===== src/design/mhpq_pkg.sv =====
`timescale 1ns / 1ps
`default_nettype none

package mhpq_pkg;

  localparam int KEY_W    = 31;
  localparam int STATUS_W = 2;
  localparam int COUNT_W  = 11;
  localparam int OP_W     = 1;

  localparam int DEPTH_DEF = 1024;

  localparam int S_TDATA_W = ((KEY_W + 7) / 8) * 8;
  localparam int M_TDATA_W = ((KEY_W + COUNT_W + 7) / 8) * 8;
  localparam int M_PAD_W   = M_TDATA_W - KEY_W - COUNT_W;

  typedef enum logic [OP_W-1:0] {
    OP_INSERT  = 1'b0,
    OP_EXTRACT = 1'b1
  } op_e;

  typedef enum logic [STATUS_W-1:0] {
    ST_OK    = 2'd0,
    ST_EMPTY = 2'd1,
    ST_FULL  = 2'd2
  } status_e;

  // Kind of work a token carries from one level cell to the next.
  typedef struct packed {
    logic ins;
    logic sift;
  } tok_ctl_t;

endpackage

`default_nettype wire


===== src/design/mhpq_ram.sv =====
`timescale 1ns / 1ps
`default_nettype none

module mhpq_ram #(
  parameter int WIDTH = 8,
  parameter int DEPTH = 2,
  parameter int AW    = (DEPTH > 1) ? $clog2(DEPTH) : 1
) (
  input  wire logic             clk_i,
  input  wire logic             we_i,
  input  wire logic [AW-1:0]    waddr_i,
  input  wire logic [WIDTH-1:0] wdata_i,
  input  wire logic [AW-1:0]    raddr_i,
  output logic      [WIDTH-1:0] rdata_o
);

  logic [WIDTH-1:0] mem_q [DEPTH];

  always_ff @(posedge clk_i) begin
    if (we_i) begin
      mem_q[waddr_i] <= wdata_i;
    end
    rdata_o <= mem_q[raddr_i];
  end

endmodule

`default_nettype wire


===== src/design/mhpq_level.sv =====
`timescale 1ns / 1ps
`default_nettype none

module mhpq_level import mhpq_pkg::*; #(
  parameter int HEAP_DEPTH = DEPTH_DEF,
  parameter int PW         = $clog2(DEPTH_DEF + 1),
  parameter int LEVEL      = 1
) (
  input  wire logic              clk_i,
  input  wire logic              rst_ni,
  input  wire tok_ctl_t          tok_ctl_i,
  input  wire logic [PW-1:0]     tok_pos_i,
  input  wire logic [PW-1:0]     tok_path_i,
  input  wire logic [KEY_W-1:0]  tok_val_i,
  input  wire logic [PW-1:0]     target_i,
  input  wire logic [PW-1:0]     cnt_i,
  input  wire logic              fetch_vld_i,
  input  wire logic [PW-1:0]     fetch_pos_i,
  input  wire logic              wr_vld_i,
  input  wire logic [PW-1:0]     wr_pos_i,
  input  wire logic [KEY_W-1:0]  wr_val_i,
  output tok_ctl_t               tok_ctl_o,
  output logic      [PW-1:0]     tok_pos_o,
  output logic      [PW-1:0]     tok_path_o,
  output logic      [KEY_W-1:0]  tok_val_o,
  output logic                   wr_vld_o,
  output logic      [PW-1:0]     wr_pos_o,
  output logic      [KEY_W-1:0]  wr_val_o,
  output logic                   rsp_vld_o,
  output logic      [KEY_W-1:0]  rsp_val_o,
  output logic                   done_o
);

  localparam int LO      = 1 << LEVEL;
  localparam int HI_FULL = (1 << (LEVEL + 1)) - 1;
  localparam int HI      = (HI_FULL < HEAP_DEPTH) ? HI_FULL : HEAP_DEPTH;
  localparam int ROWS    = ((HI - LO) / 2) + 1;
  localparam int AW      = (ROWS > 1) ? $clog2(ROWS) : 1;
  localparam logic [PW-1:0] ROW_MASK = PW'((1 << (LEVEL - 1)) - 1);
  localparam bit LAST    = (LEVEL == PW - 1);

  // Entries of this level are kept as sibling pairs: even positions on the
  // left memory, odd positions on the right one, one row per parent.
  function automatic logic [AW-1:0] row_of(input logic [PW-1:0] p);
    logic [PW-1:0] r;
    r = (p >> 1) & ROW_MASK;
    return r[AW-1:0];
  endfunction

  tok_ctl_t         ctl_q;
  logic [PW-1:0]    pos_q, path_q;
  logic [KEY_W-1:0] val_q;
  logic             fetch_hit_q, fetch_side_q;

  logic [AW-1:0]    raddr, waddr;
  logic [KEY_W-1:0] rd_l, rd_r, wdata;
  logic             we, wside;

  logic             own_we;
  logic [PW-1:0]    own_pos;
  logic [KEY_W-1:0] own_val;

  logic [KEY_W-1:0] sel, cmp, wv;
  logic [PW-1:0]    lpos, rpos, child;
  logic             lex, rex, bl, br;

  tok_ctl_t         nctl_d, nctl_q;
  logic [PW-1:0]    npos_d, npos_q, npath_d, npath_q;
  logic [KEY_W-1:0] nval_d, nval_q;
  logic             wrv_d, wrv_q;
  logic [KEY_W-1:0] wrval_d, wrval_q;
  logic [PW-1:0]    wrpos_q;
  logic             done_d, done_q;

  always_comb begin
    if (fetch_vld_i) begin
      raddr = row_of(fetch_pos_i);
    end else if (tok_ctl_i.sift) begin
      raddr = row_of({tok_pos_i[PW-2:0], 1'b0});
    end else begin
      raddr = row_of(tok_pos_i);
    end
  end

  always_comb begin
    sel   = pos_q[0] ? rd_r : rd_l;
    lpos  = {pos_q[PW-2:0], 1'b0};
    rpos  = {pos_q[PW-2:0], 1'b1};
    lex   = (lpos <= cnt_i);
    rex   = (rpos <= cnt_i);
    bl    = lex && (rd_l > val_q);
    cmp   = bl ? rd_l : val_q;
    br    = rex && (rd_r > cmp);
    wv    = br ? rd_r : cmp;
    child = br ? rpos : lpos;

    own_we  = 1'b0;
    own_pos = pos_q;
    own_val = val_q;
    nctl_d  = '0;
    npos_d  = {pos_q[PW-2:0], path_q[PW-1]};
    npath_d = path_q << 1;
    nval_d  = val_q;
    wrv_d   = 1'b0;
    wrval_d = wv;
    done_d  = 1'b0;

    if (ctl_q.ins) begin
      if (pos_q == target_i) begin
        own_we = 1'b1;
        done_d = 1'b1;
      end else begin
        nctl_d.ins = 1'b1;
        if (val_q > sel) begin
          own_we = 1'b1;
          nval_d = sel;
        end
      end
    end else if (ctl_q.sift) begin
      wrv_d = 1'b1;
      if (bl || br) begin
        if (LAST) begin
          own_we  = 1'b1;
          own_pos = child;
          done_d  = 1'b1;
        end else begin
          nctl_d.sift = 1'b1;
          npos_d      = child;
        end
      end else begin
        done_d = 1'b1;
      end
    end
  end

  always_comb begin
    if (wr_vld_i) begin
      we    = 1'b1;
      waddr = row_of(wr_pos_i);
      wside = wr_pos_i[0];
      wdata = wr_val_i;
    end else begin
      we    = own_we;
      waddr = row_of(own_pos);
      wside = own_pos[0];
      wdata = own_val;
    end
  end

  mhpq_ram #(
    .WIDTH (KEY_W),
    .DEPTH (ROWS),
    .AW    (AW)
  ) u_ram_l (
    .clk_i   (clk_i),
    .we_i    (we && !wside),
    .waddr_i (waddr),
    .wdata_i (wdata),
    .raddr_i (raddr),
    .rdata_o (rd_l)
  );

  mhpq_ram #(
    .WIDTH (KEY_W),
    .DEPTH (ROWS),
    .AW    (AW)
  ) u_ram_r (
    .clk_i   (clk_i),
    .we_i    (we && wside),
    .waddr_i (waddr),
    .wdata_i (wdata),
    .raddr_i (raddr),
    .rdata_o (rd_r)
  );

  always_ff @(posedge clk_i) begin
    pos_q        <= tok_pos_i;
    path_q       <= tok_path_i;
    val_q        <= tok_val_i;
    fetch_side_q <= fetch_pos_i[0];
    npos_q       <= npos_d;
    npath_q      <= npath_d;
    nval_q       <= nval_d;
    wrpos_q      <= pos_q;
    wrval_q      <= wrval_d;
  end

  always_ff @(posedge clk_i or negedge rst_ni) begin
    if (!rst_ni) begin
      ctl_q       <= '0;
      fetch_hit_q <= 1'b0;
      nctl_q      <= '0;
      wrv_q       <= 1'b0;
      done_q      <= 1'b0;
    end else begin
      ctl_q       <= tok_ctl_i;
      fetch_hit_q <= fetch_vld_i && ((fetch_pos_i >> LEVEL) == PW'(1));
      nctl_q      <= nctl_d;
      wrv_q       <= wrv_d;
      done_q      <= done_d;
    end
  end

  assign tok_ctl_o  = nctl_q;
  assign tok_pos_o  = npos_q;
  assign tok_path_o = npath_q;
  assign tok_val_o  = nval_q;
  assign wr_vld_o   = wrv_q;
  assign wr_pos_o   = wrpos_q;
  assign wr_val_o   = wrval_q;
  assign rsp_vld_o  = fetch_hit_q;
  assign rsp_val_o  = fetch_hit_q ? (fetch_side_q ? rd_r : rd_l) : '0;
  assign done_o     = done_q;

endmodule

`default_nettype wire


===== config.mk =====
export PLATFORM = sky130hd
export DESIGN_NAME = mhpq_level
export DESIGN_NICKNAME = d
export VERILOG_FILES = /design/src/design/mhpq_pkg.sv /design/src/design/mhpq_ram.sv /design/src/design/mhpq_level.sv
export SDC_FILE = /design/constraint.sdc
export NUM_CORES = 1
export LEC_CHECK = 0
export BUFFER_PORTS_ARGS = -buffer_cell sky130_fd_sc_hd__buf_2
export CAP_MARGIN = 15
export CORE_ASPECT_RATIO = 1.25
export CORE_UTILIZATION = 30
export CTS_CLUSTER_SIZE = 10
export DETAILED_ROUTE_END_ITERATION = 6
export PLACE_DENSITY_LB_ADDON = 0.25
export SYNTH_ARGS = -nofsm -noshare
export SYNTH_HDL_FRONTEND = slang
export SYNTH_SLANG_ARGS = --single-unit

===== constraint.sdc =====
create_clock -name clk_i -period 5 [get_ports clk_i]
set_input_delay 0.25 -clock clk_i [delete_from_list [all_inputs] [get_ports clk_i]]
set_output_delay 0.25 -clock clk_i [all_outputs]
set_load 0.02 [all_outputs]

==> impl_metrics.env <==
export IMPL_tightestPinTransition_ns=0.785
export IMPL_leakagePower_nw=7.13
export IMPL_post_synth_instance_area_sq_mm=0.0111
export IMPL_areaGrowthSynthToFinish_pct=33.8
export IMPL_seqCellArea_sq_mm=0.00605
export IMPL_netlist_instances=943
export IMPL_ff2ff_setup_slack_ns=0.28
export IMPL_floorplan_core_area_sq_mm=0.0364
export IMPL_crit_path_end_kind="flop"
export IMPL_drt_drc_violations_left=0
export IMPL_power_density_relative_to_cell_area_mw_per_mm2=380
export IMPL_final_core_utilization_pct=40.8
export IMPL_pin_count_of_the_biggest_net_entering_global_routing=62
export IMPL_global_route_overflow_total=0
export IMPL_run_status="complete, no violations"
export IMPL_core_rowCount=78
export IMPL_layout_cell_share_with_drive_strength_beyond_1_pct=26.5
export IMPL_layout_common_cells="sky130_fd_sc_hd__buf_2 (253), sky130_fd_sc_hd__dfxtp_1 (195), sky130_fd_sc_hd__mux2i_1 (148)"
export IMPL_ant_nets=0
export IMPL_synthArstFlopShare_pct=2.60
export IMPL_synthesis_yosys_warnings=0
export IMPL_irDropWorstVdd_mv=0.222
export IMPL_timing_hold_violations_final=0
export IMPL_final_period_util_pct=94.5
export IMPL_synth_enable_flop_cells=62
export IMPL_most_common_cell_after_layout_fill_and_taps_aside="sky130_fd_sc_hd__buf_2"
export IMPL_number_of_fill_cells=3548
export IMPL_cap_violations=0
export IMPL_synth_seq_area_share_pct=54.4
export IMPL_crit_type="flop to flop"
export IMPL_critical_path_startpoint_type="flop"
export IMPL_drt_pre_antenna_iters=4
export IMPL_number_of_antenna_violations_at_the_first_check_in_global_routing=0
export IMPL_design_final_nets=1528
export IMPL_cts_clk_slew_worst_paths_ns=0.06
export IMPL_dieWidth_microns=174
export IMPL_synth_main_ff_cell="sky130_fd_sc_hd__dfxtp_1"
export IMPL_net_count_after_synthesis=1180
export IMPL_place_ws_ns=-0.225
export IMPL_clk_insertion_delay_late_ns=0.56
export IMPL_dp_hpwl_microns=22500
export IMPL_timing_final_setup_violations=0
export IMPL_detail_route_wirelength_microns=31400
export IMPL_globalplace_congestion=0.787
export IMPL_initial_utilization_pct=30.5
export IMPL_vias_per_cell=4.44
export IMPL_fp_dieArea_sq_mm=0.0378
export IMPL_critPathArrivalTime_ns=5.20
export IMPL_antenna_cells_inserted=0
export IMPL_detail_route_iter0_violations=251
export IMPL_avgRoutedWirePerCell_microns=17.5
export IMPL_cp_max_fo=9
export IMPL_grt_pass1_vias=8318
export IMPL_worst_clock_skew_ns=0.0132
export IMPL_worstRegToRegCells=21
export IMPL_vias=7976
export IMPL_worst_setup_path_startpoint="own_val[18]"
export IMPL_final_critical_path_required_period_ns=4.72
export IMPL_io_buffer_count=253
export IMPL_timing_limited_maximum_frequency_mhz=212
export IMPL_multi_input_area_sq_mm=0.00469
export IMPL_timing_hold_worst_path_depth=3
export IMPL_max_slew_margin_pct=47.7
export IMPL_timing_critical_path_to="done_o"
export IMPL_groute_usage_overall_pct=16.4
export IMPL_cts_made_buffers=31
export IMPL_clockRootBuffer="sky130_fd_sc_hd__clkbuf_16"
export IMPL_pin_count=265
export IMPL_min_path_type="primary input to flop"
export IMPL_yosys_cell_types_count=52
export IMPL_cts_htree_levels=1
export IMPL_cp_required_ns=5.48
export IMPL_global_route_wire_length_before_repair_microns=47200
export IMPL_post_synth_cell_area_avg_sq_um=11.8
export IMPL_tritoncts="built"
export IMPL_rsz0062_at_grt="false"
export IMPL_regToRegStartpoint="own_val[18]"
export IMPL_whs_ns=0.0333
export IMPL_regToRegEndpoint="done_o"
export IMPL_finalMaxSlewViolations=0
export IMPL_clk_sink_count=269
export IMPL_final_setup_worst_slack_ns=0.275
export IMPL_cts_buffer_depth=3
export IMPL_dieHeight_microns=217
export IMPL_ys_seq_elements=269
==> kinds of logic after synthesis <==
| kind of cell | count (synthesis) | synth area share [%] |
|---|---|---|
| AOI/OAI and AO/OA | 123 | 6.84 |
| xor gates and xnor gates | 12 | 0.947 |
| DFF | 269 | 54.4 |
| buffers and inverters | 119 | 4.60 |
| muxes | 154 | 13.9 |
| other | 1 | 0.0338 |
| adders and majority gates | 103 | 11.6 |
| and+or+nand+nor | 162 | 7.64 |
==> state kept, by name, indices dropped and copies added, names as in the netlist <==
signal,count
u_ram_r.mem_q,31
tok_ctl_o,2
own_pos,11
u_ram_l.mem_q,31
fetch_side_q,1
wr_pos_o,11
done_o,1
tok_path_o,10
tok_val_o,31
ctl_q,2
path_q,11
u_ram_l.rdata_o,31
tok_pos_o,1
u_ram_r.rdata_o,31
own_val,31
rsp_vld_o,1
wr_vld_o,1
wr_val_o,31
==> power by group <==
| group | switching (mW) | total (mW) | internal [mW] |
|---|---|---|---|
| sequential | 0.114 | 2.55 | 2.44 |
| combinational | 0.605 | 1.08 | 0.473 |
| clock | 0.845 | 2.01 | 1.17 |
| total | 1.56 | 5.64 | 4.08 |
==> worst max-delay path, stage by stage, from the launching register on <==
cell and delay (ns):
sky130_fd_sc_hd__dfxtp_1 0.35, sky130_fd_sc_hd__inv_1 0.09, sky130_fd_sc_hd__ha_1 0.29, sky130_fd_sc_hd__and2_1 0.17, sky130_fd_sc_hd__a221o_1 0.36, sky130_fd_sc_hd__a221oi_2 0.31, sky130_fd_sc_hd__o21ai_2 0.13, sky130_fd_sc_hd__o211ai_4 0.26
sky130_fd_sc_hd__buf_12 0.19, sky130_fd_sc_hd__mux2i_2 0.26, sky130_fd_sc_hd__ha_1 0.29, sky130_fd_sc_hd__a2111oi_2 0.31, sky130_fd_sc_hd__o21ai_1 0.14, sky130_fd_sc_hd__a221oi_2 0.37, sky130_fd_sc_hd__buf_4 0.19, sky130_fd_sc_hd__o311ai_1 0.14
sky130_fd_sc_hd__nor3_4 0.19, sky130_fd_sc_hd__nor4_4 0.06, sky130_fd_sc_hd__buf_12 0.15, sky130_fd_sc_hd__buf_4 0.14, sky130_fd_sc_hd__buf_4 0.12, sky130_fd_sc_hd__o21ai_1 0.12
==> final cells by class <==
type / count / share of cell area (%)
tap: 480 / 4.04
multi-input combinational: 555 / 31.6
sequential: 269 / 40.7
timing repair buffer: 353 / 15.7
clock buffer: 55 / 5.90
inverter: 81 / 2.05
clock inverter: 2 / 0.0674
==> Yosys cell counts, drive strengths merged (2+ instances only) <==
master / instances / share of area, %
inv: 81 / 2.7
a221oi: 4 / 0.32
nor4b: 2 / 0.16
dfrtp: 7 / 1.6
mux2i: 152 / 14
clkbuf: 17 / 0.57
a31oi: 2 / 0.11
nand2b: 2 / 0.11
a211oi: 6 / 0.41
xnor2: 12 / 0.95
nand3: 12 / 0.59
nand2: 56 / 1.9
and4: 2 / 0.16
nor3: 7 / 0.32
a221o: 2 / 0.18
ha: 103 / 12
or3: 3 / 0.17
mux2: 2 / 0.20
nand4: 18 / 1.0
a21o: 17 / 1.1
o211ai: 3 / 0.33
buf: 21 / 1.3
a21oi: 29 / 1.3
edfxtp: 62 / 17
o21ai: 50 / 2.3
dfxtp: 200 / 36
nor4: 5 / 0.42
nor2: 14 / 0.47
nor2b: 36 / 2.0
nand3b: 2 / 0.14
==> how the worst min path moves through the flow <==
stage | end | start
2_1_floorplan | ctl_q[0] | rst_ni
3_3_place_gp | rsp_vld_o | rst_ni
3_5_place_dp | rsp_vld_o | rst_ni
4_1_cts | u_ram_r.mem_q[0][20] | wr_val_i[20]
5_1_grt | u_ram_r.mem_q[0][25] | wr_val_i[25]
6_report | u_ram_l.mem_q[0][29] | wr_val_i[29]
==> through the flow <==
step	instance area [sq um]	std cells	setup TNS (ns)	power (mW)
2_1_floorplan	11100	943	0	3.18
3_5_place_dp	13000	1660	-6.88	3.59
4_1_cts	14700	1793	0	5.70
6_report	14900	1795	0	5.64
3_3_place_gp	13000	1660	-5.61	3.58
5_1_grt	14900	1795	0	5.95
==> timing repair <==
item                                    4_1_cts  5_1_grt
buffers inserted                              4        1
cloned                                        0        1
resized for setup                             1       27
endpoints found under the hold margin        89        0
hold buffers                                 72        0
pin swaps                                     2        6
endpoints found under the setup margin       34       34
==> routing by layer <==
| metal | track usage, % | routed length (microns) |
|---|---|---|
| met2 | 29.9 | 16200 |
| met4 | 5.18 | 710 |
| met5 | 0 | 0 |
| met3 | 2.43 | 1270 |
| met1 | 19.6 | 13200 |
(Power assumes the default switching activity.)
