## config.mk

```make
export PLATFORM = sky130hd
export DESIGN_NAME = mhpq_root
export DESIGN_NICKNAME = d
export VERILOG_FILES = /design/src/design/mhpq_pkg.sv /design/src/design/mhpq_root.sv
export SDC_FILE = /design/constraint.sdc
export NUM_CORES = 1
export LEC_CHECK = 0
export ABC_AREA = 1
export BUFFER_PORTS_ARGS = -buffer_cell sky130_fd_sc_hd__buf_2
export CAP_MARGIN = 5
export CORE_MARGIN = 3
export CORE_UTILIZATION = 47
export CTS_BUF_LIST = sky130_fd_sc_hd__clkbuf_4 sky130_fd_sc_hd__clkbuf_8 sky130_fd_sc_hd__clkbuf_16
export DETAILED_ROUTE_END_ITERATION = 16
export PLACE_DENSITY = 0.86
export SKIP_CTS_REPAIR_TIMING = 1
export SYNTH_ARGS = -nofsm -noshare
export SYNTH_HDL_FRONTEND = slang
export SYNTH_SLANG_ARGS = --single-unit
```

## constraint.sdc

```tcl
create_clock -name clk_i -period 3.4 [get_ports clk_i]
set_clock_uncertainty 0.15 [all_clocks]
set_input_delay 0.51 -clock clk_i [delete_from_list [all_inputs] [get_ports clk_i]]
set_output_delay 0.51 -clock clk_i [all_outputs]
set_load 0.05 [all_outputs]
```

## src/design/mhpq_pkg.sv

```systemverilog
`timescale 1ns / 1ps
`default_nettype none

package mhpq_pkg;

  localparam int KEY_W    = 31;
  localparam int STATUS_W = 2;
  localparam int COUNT_W  = 11;
  localparam int OP_W     = 1;

  localparam int DEPTH_DEF = 1024;

  localparam int S_TDATA_W = ((KEY_W + 7) / 8) * 8;
  localparam int M_TDATA_W = ((KEY_W + COUNT_W + 7) / 8) * 8;
  localparam int M_PAD_W   = M_TDATA_W - KEY_W - COUNT_W;

  typedef enum logic [OP_W-1:0] {
    OP_INSERT  = 1'b0,
    OP_EXTRACT = 1'b1
  } op_e;

  typedef enum logic [STATUS_W-1:0] {
    ST_OK    = 2'd0,
    ST_EMPTY = 2'd1,
    ST_FULL  = 2'd2
  } status_e;

  // Kind of work a token carries from one level cell to the next.
  typedef struct packed {
    logic ins;
    logic sift;
  } tok_ctl_t;

endpackage

`default_nettype wire

```

## src/design/mhpq_root.sv

```systemverilog
`timescale 1ns / 1ps
`default_nettype none

module mhpq_root import mhpq_pkg::*; #(
  parameter int PW = $clog2(DEPTH_DEF + 1)
) (
  input  wire logic              clk_i,
  input  wire logic              rst_ni,
  input  wire tok_ctl_t          tok_ctl_i,
  input  wire logic [PW-1:0]     tok_path_i,
  input  wire logic [KEY_W-1:0]  tok_val_i,
  input  wire logic [PW-1:0]     target_i,
  input  wire logic              wr_vld_i,
  input  wire logic [KEY_W-1:0]  wr_val_i,
  output logic      [KEY_W-1:0]  root_o,
  output tok_ctl_t               tok_ctl_o,
  output logic      [PW-1:0]     tok_pos_o,
  output logic      [PW-1:0]     tok_path_o,
  output logic      [KEY_W-1:0]  tok_val_o,
  output logic                   done_o
);

  logic [KEY_W-1:0] root_q, root_d;
  logic             root_we;
  tok_ctl_t         ctl_q, ctl_d;
  logic [PW-1:0]    pos_q, pos_d, path_q, path_d;
  logic [KEY_W-1:0] val_q, val_d;
  logic             done_q, done_d;

  always_comb begin
    root_we = 1'b0;
    root_d  = tok_val_i;
    ctl_d   = '0;
    pos_d   = PW'({1'b1, tok_path_i[PW-1]});
    path_d  = tok_path_i << 1;
    val_d   = tok_val_i;
    done_d  = 1'b0;
    if (tok_ctl_i.ins) begin
      if (target_i == PW'(1)) begin
        root_we = 1'b1;
        done_d  = 1'b1;
      end else begin
        ctl_d.ins = 1'b1;
        if (tok_val_i > root_q) begin
          root_we = 1'b1;
          val_d   = root_q;
        end
      end
    end else if (wr_vld_i) begin
      root_we = 1'b1;
      root_d  = wr_val_i;
    end
  end

  always_ff @(posedge clk_i) begin
    if (root_we) begin
      root_q <= root_d;
    end
    pos_q  <= pos_d;
    path_q <= path_d;
    val_q  <= val_d;
  end

  always_ff @(posedge clk_i or negedge rst_ni) begin
    if (!rst_ni) begin
      ctl_q  <= '0;
      done_q <= 1'b0;
    end else begin
      ctl_q  <= ctl_d;
      done_q <= done_d;
    end
  end

  assign root_o     = root_q;
  assign tok_ctl_o  = ctl_q;
  assign tok_pos_o  = pos_q;
  assign tok_path_o = path_q;
  assign tok_val_o  = val_q;
  assign done_o     = done_q;

endmodule

`default_nettype wire

```

==> impl_summary.log, run 1 <==
[metrics] outcome: completed
[metrics] area inside the core boundary: 0.00789 mm^2
[metrics] launch point of the critical path: root_o[14]
[metrics] pin count of the biggest net entering global routing: 34
[metrics] CP Launch Type: flop
[metrics] clk buf depth: 2
[metrics] final worst setup slack: between 700 and 800 ps
[metrics] remaining antenna violation count: 0
[metrics] synthesized instance count: ~410
[metrics] die area: approximately 0.0095 mm^2
[metrics] final-report max-slew violation count: 0
[metrics] most frequent cell on the critical path: nand2_1
[metrics] die height: ~97 um
[metrics] static leakage: ~2.6 nW
[metrics] sequential area share after synthesis: between 40% and 50%
[metrics] vias in the first global route: around 3400
[metrics] share of the synthesized area in the top cell type: 23.8%
[metrics] Slew Limit Headroom: 41.3%
[metrics] setup violation total in the final timing report: 0
[metrics] iteration count of the initial detailed-routing pass: 4
[metrics] total number of nets in the final design: 688
[metrics] initial antenna violation count: 0
[metrics] starting density of the core: between 40% and 50%
[metrics] P&R area growth vs syn: 27.6%
[metrics] type of the worst min-delay path: input pin to flop
[metrics] total count of hold-check failures in the final report: 0
[metrics] sum of negative setup slack: 0 ps
[metrics] Final HPWL DP: roughly 7300 um
[metrics] Final Cycle Share: approximately 77%
[metrics] number of filler instances in the final layout: between 600 and 700
[metrics] critical path endpoint category: flop
[metrics] kind of critical path: flop to flop
[metrics] DRC: 0
[metrics] wire length of the first global-routing pass: 15600 um
[metrics] Crit path required time: 3480 ps
[metrics] unrepaired setup endpoints after global routing: no
[metrics] total power consumption of the routed design: 2.71 mW
[metrics] post-CTS clock slew at the launch and capture registers of the worst setup and hold paths: around 90 ps
[metrics] number of synthesized flops with an enable pin: 31
[metrics] Post-Synthesis Mean Instance Area: around 9.6 um^2
[metrics] WL final: 9800 um
[metrics] slowest stage cell on the critical path: nand3_4
[metrics] number of vias per cell: approximately 4.9
[metrics] final period demand of the worst path: ~2600 ps
[metrics] total power divided by cell area: between 500 and 600 mW/mm^2
[metrics] post-placement worst setup slack: about 580 ps
[metrics] clock tree from TritonCTS: yes
[metrics] port buffer count: approximately 160
[metrics] global router's overall resource usage: about a fifth
[metrics] leftover overflow at the end of global routing: 0
[metrics] CP max stage delay: 500 ps
[metrics] antenna cells: 0
[metrics] total clock buffers created by CTS: 9
[metrics] top post-synthesis cells by area: edfxtp_1 (24%), dfxtp_1 (21%), ha_1 (9.9%)
[metrics] 1st-iter DRT viols: 76
[metrics] highest fanout seen on the critical path: 31
[metrics] commonest non-fill, non-tap cell in the layout: buf_2
[metrics] cell area after technology mapping: between 0.003 and 0.004 mm^2
[metrics] Post-Route Utilization: 63.4%
[metrics] Die Span X: 97.3 um
[metrics] Clock Sink Count: 75
[metrics] most frequent cells in the layout: buf_2 (162), nand2_1 (80), inv_1 (48), dfxtp_1 (42), nand4_1 (36)
[metrics] arrival time at the worst endpoint: roughly 2700 ps
[metrics] via count: ~3300
[metrics] max-capacitance violation count: 0
[metrics] IR Drop Worst-Case VDD: around 270 uV
[metrics] final routed wire length divided by cell count: 14.5 um
[metrics] share of post-route cells with drive strength above 1: between 40% and 50%
[metrics] number of rows in the core area: 32
[metrics] pin slew with the least headroom to its limit: about 880 ps
[metrics] Async SR Flop Fraction: under 10%
[metrics] origin of the worst min-delay path: tok_path_i[9]
[metrics] H-tree level count: 3
[metrics] crit-path cells: inv_1, ha_1, nand2_2, nor2_4, nand3_1, nor2_1, nand2_1, nand2_1, nand2_1, nand2_4, nand3_4, nand2_2, nand2_1
[metrics] start of the worst register-to-register path: root_o[14]
[metrics] count of yosys warnings during synthesis: 0
[metrics] area leader, netlist: edfxtp_1
[metrics] distinct cell type count of the synthesized netlist: 28
[metrics] Highest Clock Rate: ~380 MHz
[metrics] number of placed I/O pins: 176
[metrics] clock latency on the worst-skew pair: about 340 ps
[metrics] most instantiated flip-flop cell in the synthesis netlist: dfxtp_1
[metrics] Root Buffer: clkbuf_8
[metrics] final weighted congestion of routability-driven global placement: approximately 0.81
[metrics] FF+latch count, synth: between 70 and 80
[metrics] worst hold slack after final layout: 116 ps
layout make-up:
type / count / area [um^2] / share of cell area (%)
Inverter: 50 / 188 / 3.76
Clock inverter: 6 / 86.3 / 1.73
Timing Repair Buffer: 168 / 871 / 17.4
Clock buffer: 10 / 138 / 2.75
Multi-Input combinational cell: 264 / 1770 / 35.3
Tap cell: 102 / 128 / 2.55
Sequential cell: 75 / 1820 / 36.5
worst max-delay path, delay by kind of cell (launching register included):
family	cells	cell delay, ps
buffers and inverters	1	60
AND/OR/NAND/NOR	11	1590
flip-flops	1	380
adder cells (fa/ha/maj)	1	310
report_power, final:
part           internal, mW  leakage (nW)  switching, mW
Sequential             1.05         0.679         0.0400
Combinational         0.227          1.81          0.627
Clock                 0.434         0.113          0.336
Total                  1.71          2.60           1.00
kinds of logic (layout without fill, tap and decap cells):
kind of cell	after synthesis	in the layout	share of synthesized area [%]
and+or+nand+nor	178	178	23.4
other	2	12	0.192
muxes	30	30	8.62
DFF	75	75	46.5
buffers and inverters	77	234	9.52
AOI/OAI and AO/OA	13	13	1.88
adders and majority gates	31	31	9.90
path summary, 6_finish.rpt:
kind | endpoint | slack (ps) | cells after the start
min in group asynchronous | tok_ctl_o[1] | 330 | 2
hold / removal | tok_path_o[10] | 120 | 1
max in group asynchronous | done_o | 2660 | 2
setup / recovery | tok_val_o[5] | 800 | 13
hold reg to reg | tok_val_o[20] | 390 | 2
setup reg to reg | tok_val_o[5] | 800 | 13
layer usage:
layer / vias up / part of all wire (%) / global-route usage [%]
li1: 1661 / - / -
met1: 1526 / 39 / 21.7
met2: 134 / 52 / 37.6
met3: 12 / 7.6 / 5.38
met4: 0 / 0.93 / 6.92
met5: - / 0 / 0
metrics by stage:
step	area, um^2	std cells
2_1_floorplan	3960	416
3_3_place_gp	4760	658
3_5_place_dp	4760	658
4_1_cts	4990	674
5_1_grt	5000	675
6_report	5000	675
synthesized netlist by cell type, drive strengths merged (2+ instances only):
library cell and number:
nor3 4, a21o 2, nand2 113, clkbuf 5
buf 22, mux2 30, nand3 7, conb 2
dfrtp 2, ha 31, nand4 36, inv 50
dfxtp 42, nor4 3, nor2 14, edfxtp 31
a21oi 11
state kept, by name (all words and copies together), names as in the netlist:
| name | cells |
|---|---|
| tok_ctl_o | 1 |
| tok_val_o | 31 |
| done_o | 1 |
| tok_path_o | 10 |
| root_o | 31 |
| tok_pos_o | 1 |
Note: power is estimated with default switching activity, not from simulation.
==> run 2: changes to the inputs <==
==> constraint.sdc (replaced) <==
create_clock -name clk_i -period 2.6 [get_ports clk_i]
set_clock_uncertainty 0.15 [all_clocks]
set_input_delay 0.39 -clock clk_i [delete_from_list [all_inputs] [get_ports clk_i]]
set_output_delay 0.39 -clock clk_i [all_outputs]
set_load 0.05 [all_outputs]
==> run 2 against run 1 <==
  * Highest routed layer unchanged
  * Cell area up 2.9%
  * Total power up 28%
  * Utilization up 1.8 points
  * Combinational power up 35%
  * Hold slack better by 15 ps
  * Final cell count up 1.9%
  * Die area unchanged
  * Non-clock buffer count up 13
  * Sequential power up 30%
  * Worst setup slack worse by 510 ps
  * Largest power group unchanged
  * First-iteration DRC count up 68%
==> impl_summary.log, run 2 (synthesis results as in run 1) <==
[metrics] outcome: completed
[metrics] kind of critical path: flop to flop
[metrics] port buffer count: 162 (unchanged)
[metrics] detailed-routing wirelength on met1: 3940 um (+2.1%)
[metrics] Reg2Reg Depth: 11 (-2)
[metrics] IR Drop Worst-Case VDD: 438 uV (+60%)
[metrics] most frequent cells in the layout: buf_2 (162), nand2_1 (79), inv_1 (47), dfxtp_1 (42), nand4_1 (36)
[metrics] top sig layer: met4
[metrics] launch point of the critical path: root_o[30]
[metrics] clock latency on the worst-skew pair: 340 ps (about the same)
[metrics] leftover overflow at the end of global routing: 0 (unchanged)
[metrics] total count of hold-check failures in the final report: 0 (unchanged)
[metrics] instance area at placement: 0.00483 mm^2 (+1.3%)
[metrics] starting density of the core: 49.7% (unchanged)
[metrics] number of rows in the core area: 32 (unchanged)
[metrics] unrepaired setup endpoints after global routing: no
[metrics] final period demand of the worst path: 2320 ps (-285 ps)
[metrics] global router's overall resource usage: 21.0% (+0.94 points)
[metrics] Slew Limit Headroom: 42.0% (+0.70 points)
[metrics] total power divided by cell area: 673 mW/mm^2 (+24%)
[metrics] final routed wire length divided by cell count: 14.6 um (+0.92%)
[metrics] P&R area growth vs syn: 31.2%
[metrics] iteration count of the initial detailed-routing pass: 4 (unchanged)
[metrics] 1st-iter DRT viols: 128 (+68%)
[metrics] clock tree from TritonCTS: yes
[metrics] WL final: 10100 um (+2.9%)
[metrics] post-CTS clock slew at the launch and capture registers of the worst setup and hold paths: 80 ps (about the same)
[metrics] end of the worst register-to-register path: root_o[10]
[metrics] arrival time at the worst endpoint: 2200 ps (-480 ps)
[metrics] Highest Clock Rate: 432 MHz (+12%)
[metrics] total clock buffers created by CTS: 9 (unchanged)
[metrics] Crit path required time: 2480 ps (-1000 ps)
[metrics] Root Buffer: clkbuf_8
[metrics] number of vias per cell: 4.97 (+0.61%)
[metrics] final-report max-slew violation count: 0 (unchanged)
[metrics] sum of negative setup slack: 0 ps (unchanged)
[metrics] final weighted congestion of routability-driven global placement: 0.778 (-3.7%)
[metrics] pin slew with the least headroom to its limit: 868 ps (-10.4 ps)
[metrics] clk buf depth: 2 (unchanged)
[metrics] die area: 0.00947 mm^2 (unchanged)
[metrics] Final Non-Filler Cells: 688 (+1.9%)
[metrics] area inside the core boundary: 0.00789 mm^2 (unchanged)
[metrics] Finished Cell Area: 0.00514 mm^2 (+2.9%)
[metrics] routed wire length on met2: 5240 um (+2.8%)
[metrics] number of placed I/O pins: 176 (unchanged)
[metrics] CP Launch Type: flop
[metrics] Critical Path Sink: root_o[10]
[metrics] antenna cells: 0 (unchanged)
[metrics] via count: 3418 (+2.6%)
[metrics] total met3 wirelength after detailed routing: 657 um (-12%)
[metrics] Final Cycle Share: 89.1% (+13 points)
[metrics] type of the worst min-delay path: input pin to flop
[metrics] critical path endpoint category: flop
[metrics] Post-Route Utilization: 65.2% (+1.8 points)
[metrics] wire length of the first global-routing pass: 16300 um (+4.4%)
[metrics] max-capacitance violation count: 0 (unchanged)
[metrics] worst setup slack for register-to-register paths: 280 ps (-510 ps)
[metrics] total number of nets in the final design: 701 (+1.9%)
[metrics] DRC: 0 (unchanged)
[metrics] commonest non-fill, non-tap cell in the layout: buf_2
[metrics] Final HPWL DP: 7570 um (+3.3%)
[metrics] die height: 97.3 um (unchanged)
[metrics] H-tree level count: 3 (unchanged)
[metrics] pin count of the biggest net entering global routing: 34 (unchanged)
[metrics] setup violation total in the final timing report: 0 (unchanged)
[metrics] initial antenna violation count: 0 (unchanged)
[metrics] Clock Sink Count: 75 (unchanged)
[metrics] Die Span X: 97.3 um (unchanged)
[metrics] share of post-route cells with drive strength above 1: 44.5% (-0.31 points)
[metrics] total power consumption of the routed design: 3.46 mW (+28%)
[metrics] remaining antenna violation count: 0 (unchanged)
[metrics] cell total after placement: 660 (+0.30%)
[metrics] highest fanout seen on the critical path: 31 (unchanged)
[metrics] vias in the first global route: 3432 (+1.1%)
[metrics] start of the worst register-to-register path: root_o[30]
[metrics] static leakage: 2.65 nW (+1.8%)
[run 2: worst max-delay path: stages, from the launching register on]
cell and delay [ps]:
edfxtp_1 400, inv_1 60, ha_1 310, nand2_1 110, nor2_2 130, nand3_1 100
nor3_2 120, nand2_1 100, nand2_4 90, nand3_1 110, nand3_4 90, buf_12 230
[run 2: cell type report]
type / count / area (um^2)
Sequential cell: 75 / 1820
Clock inverter: 6 / 63.8
Timing Repair Buffer: 181 / 1020
Clock buffer: 10 / 131
Fill cell: 640 / 2750
Inverter: 50 / 188
Multi-Input combinational cell: 264 / 1790
Tap cell: 102 / 128
[run 2: metrics by stage]
stage,setup slack [ps],hold WS [ps]
6_report,283,130
5_1_grt,99.0,118
4_1_cts,264,-351
3_5_place_dp,201,26.3
3_3_place_gp,220,24.1
2_1_floorplan,6.68,-55.6
[run 2: worst min path at each step]
stage | from | endpoint | slack (ps) | cells after the start
after floorplan | rst_ni | done_o | -60 | 0
after global placement | rst_ni | done_o | 20 | 1
after detailed placement | rst_ni | done_o | 30 | 1
after CTS | rst_ni | done_o | -350 | 1
after global routing | tok_val_i[7] | tok_val_o[7] | 120 | 3
final | tok_val_i[17] | tok_val_o[17] | 130 | 3
[run 2: report_power, final]
group | switching, mW | total (mW) | internal, mW | leakage (nW)
sequential | 0.0550 | 1.42 | 1.37 | 0.679
clock | 0.429 | 0.884 | 0.455 | 0.0943
combinational | 0.830 | 1.15 | 0.322 | 1.88
[run 2: routing by layer]
| layer | track usage (%) | vias up |
|---|---|---|
| met5 | 0 | - |
| met3 | 6.03 | 24 |
| met1 | 22.9 | 1583 |
| met4 | 8.95 | 0 |
| met2 | 38.0 | 127 |
| li1 | - | 1684 |
==> run 3: changes to the inputs <==
--- a/config.mk
+++ b/config.mk
@@ -8,6 +8,7 @@
 export ABC_AREA = 1
 export BUFFER_PORTS_ARGS = -buffer_cell sky130_fd_sc_hd__buf_2
 export CAP_MARGIN = 5
+export CORE_ASPECT_RATIO = 0.8
 export CORE_MARGIN = 3
 export CORE_UTILIZATION = 47
 export CTS_BUF_LIST = sky130_fd_sc_hd__clkbuf_4 sky130_fd_sc_hd__clkbuf_8 sky130_fd_sc_hd__clkbuf_16
==> run 3 against run 2 <==
  * Die area about the same
  * Final cell count up 1.6%
  * Total power up 1.6%
  * Register-to-register slack worse by 50 ps
  * Non-clock buffer count up 5
  * Clock power up 4.0%
  * Critical path depth up 2
  * Flip-flop and latch count unchanged
  * Sequential power about the same
  * Global-route usage up 0.61 points
  * Sequential share of layout area down 0.42 points
  * First-iteration DRC count down 14%
==> impl_summary.log, run 3 (synthesis results as in run 1) <==
[metrics] outcome: completed
[metrics] total power consumption of the routed design: 3.52 mW (+1.6%)
[metrics] most frequent cells in the layout: buf_2 (162), nand2_1 (79), inv_1 (47), dfxtp_1 (42), nand4_1 (36)
[metrics] most frequent cell on the critical path: nand2_1
[metrics] type of the worst min-delay path: input pin to flop
[metrics] DRC: 0 (unchanged)
[metrics] critical path endpoint category: flop
[metrics] Clock Sink Count: 75 (unchanged)
[metrics] remaining antenna violation count: 0 (unchanged)
[metrics] Die Span X: 108 um (+11%)
[metrics] total clock buffers created by CTS: 9 (unchanged)
[metrics] number of rows in the core area: 29 (-9.4%)
[metrics] final worst setup slack: 232 ps (-50.7 ps)
[metrics] final-report max-slew violation count: 0 (unchanged)
[metrics] number of cells on the critical path: 13 (+2)
[metrics] clock latency on the worst-skew pair: 370 ps (+30 ps)
[metrics] 1st-iter DRT viols: 110 (-14%)
[metrics] antenna cells: 0 (unchanged)
[metrics] Post-Route Utilization: 64.9% (-0.30 points)
[metrics] total number of nets in the final design: 706 (+0.71%)
[metrics] kind of critical path: flop to flop
[metrics] total power divided by cell area: 676 mW/mm^2 (+0.44%)
[metrics] Reg2Reg Depth: 13 (+2)
[metrics] end of the worst register-to-register path: root_o[4]
[metrics] highest fanout seen on the critical path: 12 (-61%)
[metrics] number of vias per cell: 4.94 (-0.54%)
[metrics] pin slew with the least headroom to its limit: 856 ps (-12.2 ps)
[metrics] H-tree level count: 3 (unchanged)
[metrics] setup violation total in the final timing report: 0 (unchanged)
[metrics] starting density of the core: 48.9% (-0.81 points)
[metrics] P&R area growth vs syn: 32.8%
[metrics] port buffer count: 162 (unchanged)
[metrics] via count: 3454 (+1.1%)
[metrics] vias in the first global route: 3393 (-1.1%)
[metrics] CP max stage delay: 390 ps (about the same)
[metrics] number of placed I/O pins: 176 (unchanged)
[metrics] number of filler instances in the final layout: 639 (-0.16%)
[metrics] Final Cycle Share: 91.1% (+2.0 points)
[metrics] clk buf depth: 2 (unchanged)
[metrics] iteration count of the initial detailed-routing pass: 4 (unchanged)
[metrics] Critical Path Sink: root_o[4]
[metrics] launch point of the critical path: root_o[6]
[metrics] initial antenna violation count: 0 (unchanged)
[metrics] die height: 87.7 um (-9.9%)
[metrics] area inside the core boundary: 0.00802 mm^2 (+1.7%)
[metrics] post-placement worst setup slack: 137 ps (-63.1 ps)
[metrics] post-CTS clock slew at the launch and capture registers of the worst setup and hold paths: 80 ps (about the same)
[metrics] share of post-route cells with drive strength above 1: 45.2% (+0.64 points)
[metrics] arrival time at the worst endpoint: 2290 ps (+90 ps)
[metrics] commonest non-fill, non-tap cell in the layout: buf_2
[metrics] IR Drop Worst-Case VDD: 554 uV (+26%)
[metrics] Highest Clock Rate: 422 MHz (-2.1%)
[metrics] CP Launch Type: flop
[metrics] pin count of the biggest net entering global routing: 34 (unchanged)
[metrics] crit-path cells: inv_1, ha_1, nand2_1, nor2_1, nand2_1, nand2_1, nand2_1, nand2_1, nand2_1, nand2_4, nand3_1, nand3_4, buf_12
[metrics] Crit path required time: 2520 ps (+40 ps)
[metrics] start of the worst register-to-register path: root_o[6]
[metrics] unrepaired setup endpoints after global routing: no
[metrics] global router's overall resource usage: 21.6% (+0.61 points)
[metrics] leftover overflow at the end of global routing: 0 (unchanged)
[metrics] Final HPWL DP: 7850 um (+3.6%)
[metrics] slowest stage cell on the critical path: edfxtp_1
[metrics] wire length of the first global-routing pass: 15800 um (-2.9%)
[metrics] final period demand of the worst path: 2370 ps (+50.7 ps)
[metrics] static leakage: 2.69 nW (+1.4%)
[metrics] WL final: 10400 um (+3.2%)
[metrics] instance area at placement: 0.00488 mm^2 (+1.2%)
[metrics] Finished Cell Area: 0.00520 mm^2 (+1.2%)
[metrics] top cell family by delay on the critical path: simple AND/OR/NAND/NOR gates
[metrics] worst setup slack for register-to-register paths: 230 ps (-50 ps)
[metrics] final routed wire length divided by cell count: 14.9 um (+1.6%)
[metrics] final weighted congestion of routability-driven global placement: 0.893 (+15%)
[metrics] die area: 0.00947 mm^2 (about the same)
[metrics] total count of hold-check failures in the final report: 0 (unchanged)
[metrics] Slew Limit Headroom: 42.8% (+0.81 points)
[metrics] sum of negative setup slack: 0 ps (unchanged)
[metrics] Root Buffer: clkbuf_8
[metrics] clock tree from TritonCTS: yes
[metrics] max-capacitance violation count: 0 (unchanged)
[metrics] Critical path buffers and inverters: 2 (unchanged)
## run 3: how the worst min path moves through the flow
stage | from | endpoint | slack, ps | cells past startpoint
after global placement | rst_ni | done_o | 20 | 1
final | tok_val_i[16] | tok_val_o[16] | 90 | 3
after CTS | rst_ni | tok_ctl_o[1] | -380 | 1
after global routing | tok_val_i[18] | tok_val_o[18] | 80 | 3
after floorplan | rst_ni | done_o | -60 | 0
after detailed placement | rst_ni | done_o | 30 | 1
## run 3: worst reg2reg max path: stages, from the launching register on
cell      delay [ps]
edfxtp_1         390
inv_1             60
ha_1             290
nand2_1           80
nor2_1           170
nand2_1           80
nand2_1           60
nand2_1           40
nand2_1           70
nand2_1           80
nand2_4          110
nand3_1          120
nand3_4          200
buf_12           180
## run 3: final cells by class
class	instances	area, um^2	area share (%)
clock inverter	6	61.3	1.18
sequential	75	1820	35.0
clock buffer	10	138	2.65
tap	108	135	2.60
inverter	50	188	3.61
timing repair buffer	186	1070	20.6
multi-input combinational	264	1790	34.4
## run 3: per-layer routing
metal | vias to the layer above | part of all wire [%] | global-route usage [%]
li1 | 1695 | - | -
met4 | 0 | 1.3 | 8.60
met5 | - | 0 | 0
met3 | 12 | 7.3 | 6.71
met1 | 1603 | 40 | 23.6
met2 | 144 | 52 | 39.5
## run 3: report_power, final
group / internal, mW / total, mW / switching [mW]
logic: 0.339 / 1.17 / 0.834
registers: 1.37 / 1.42 / 0.0562
clock network: 0.469 / 0.919 / 0.450
total: 2.18 / 3.52 / 1.34
## run 3: stage by stage
stage | std cells | hold WS (ps)
final | 699 | 94.6
after global routing | 699 | 83.3
after CTS | 687 | -378
after detailed placement | 671 | 26.1
after global placement | 671 | 24.3
after floorplan | 416 | -55.6
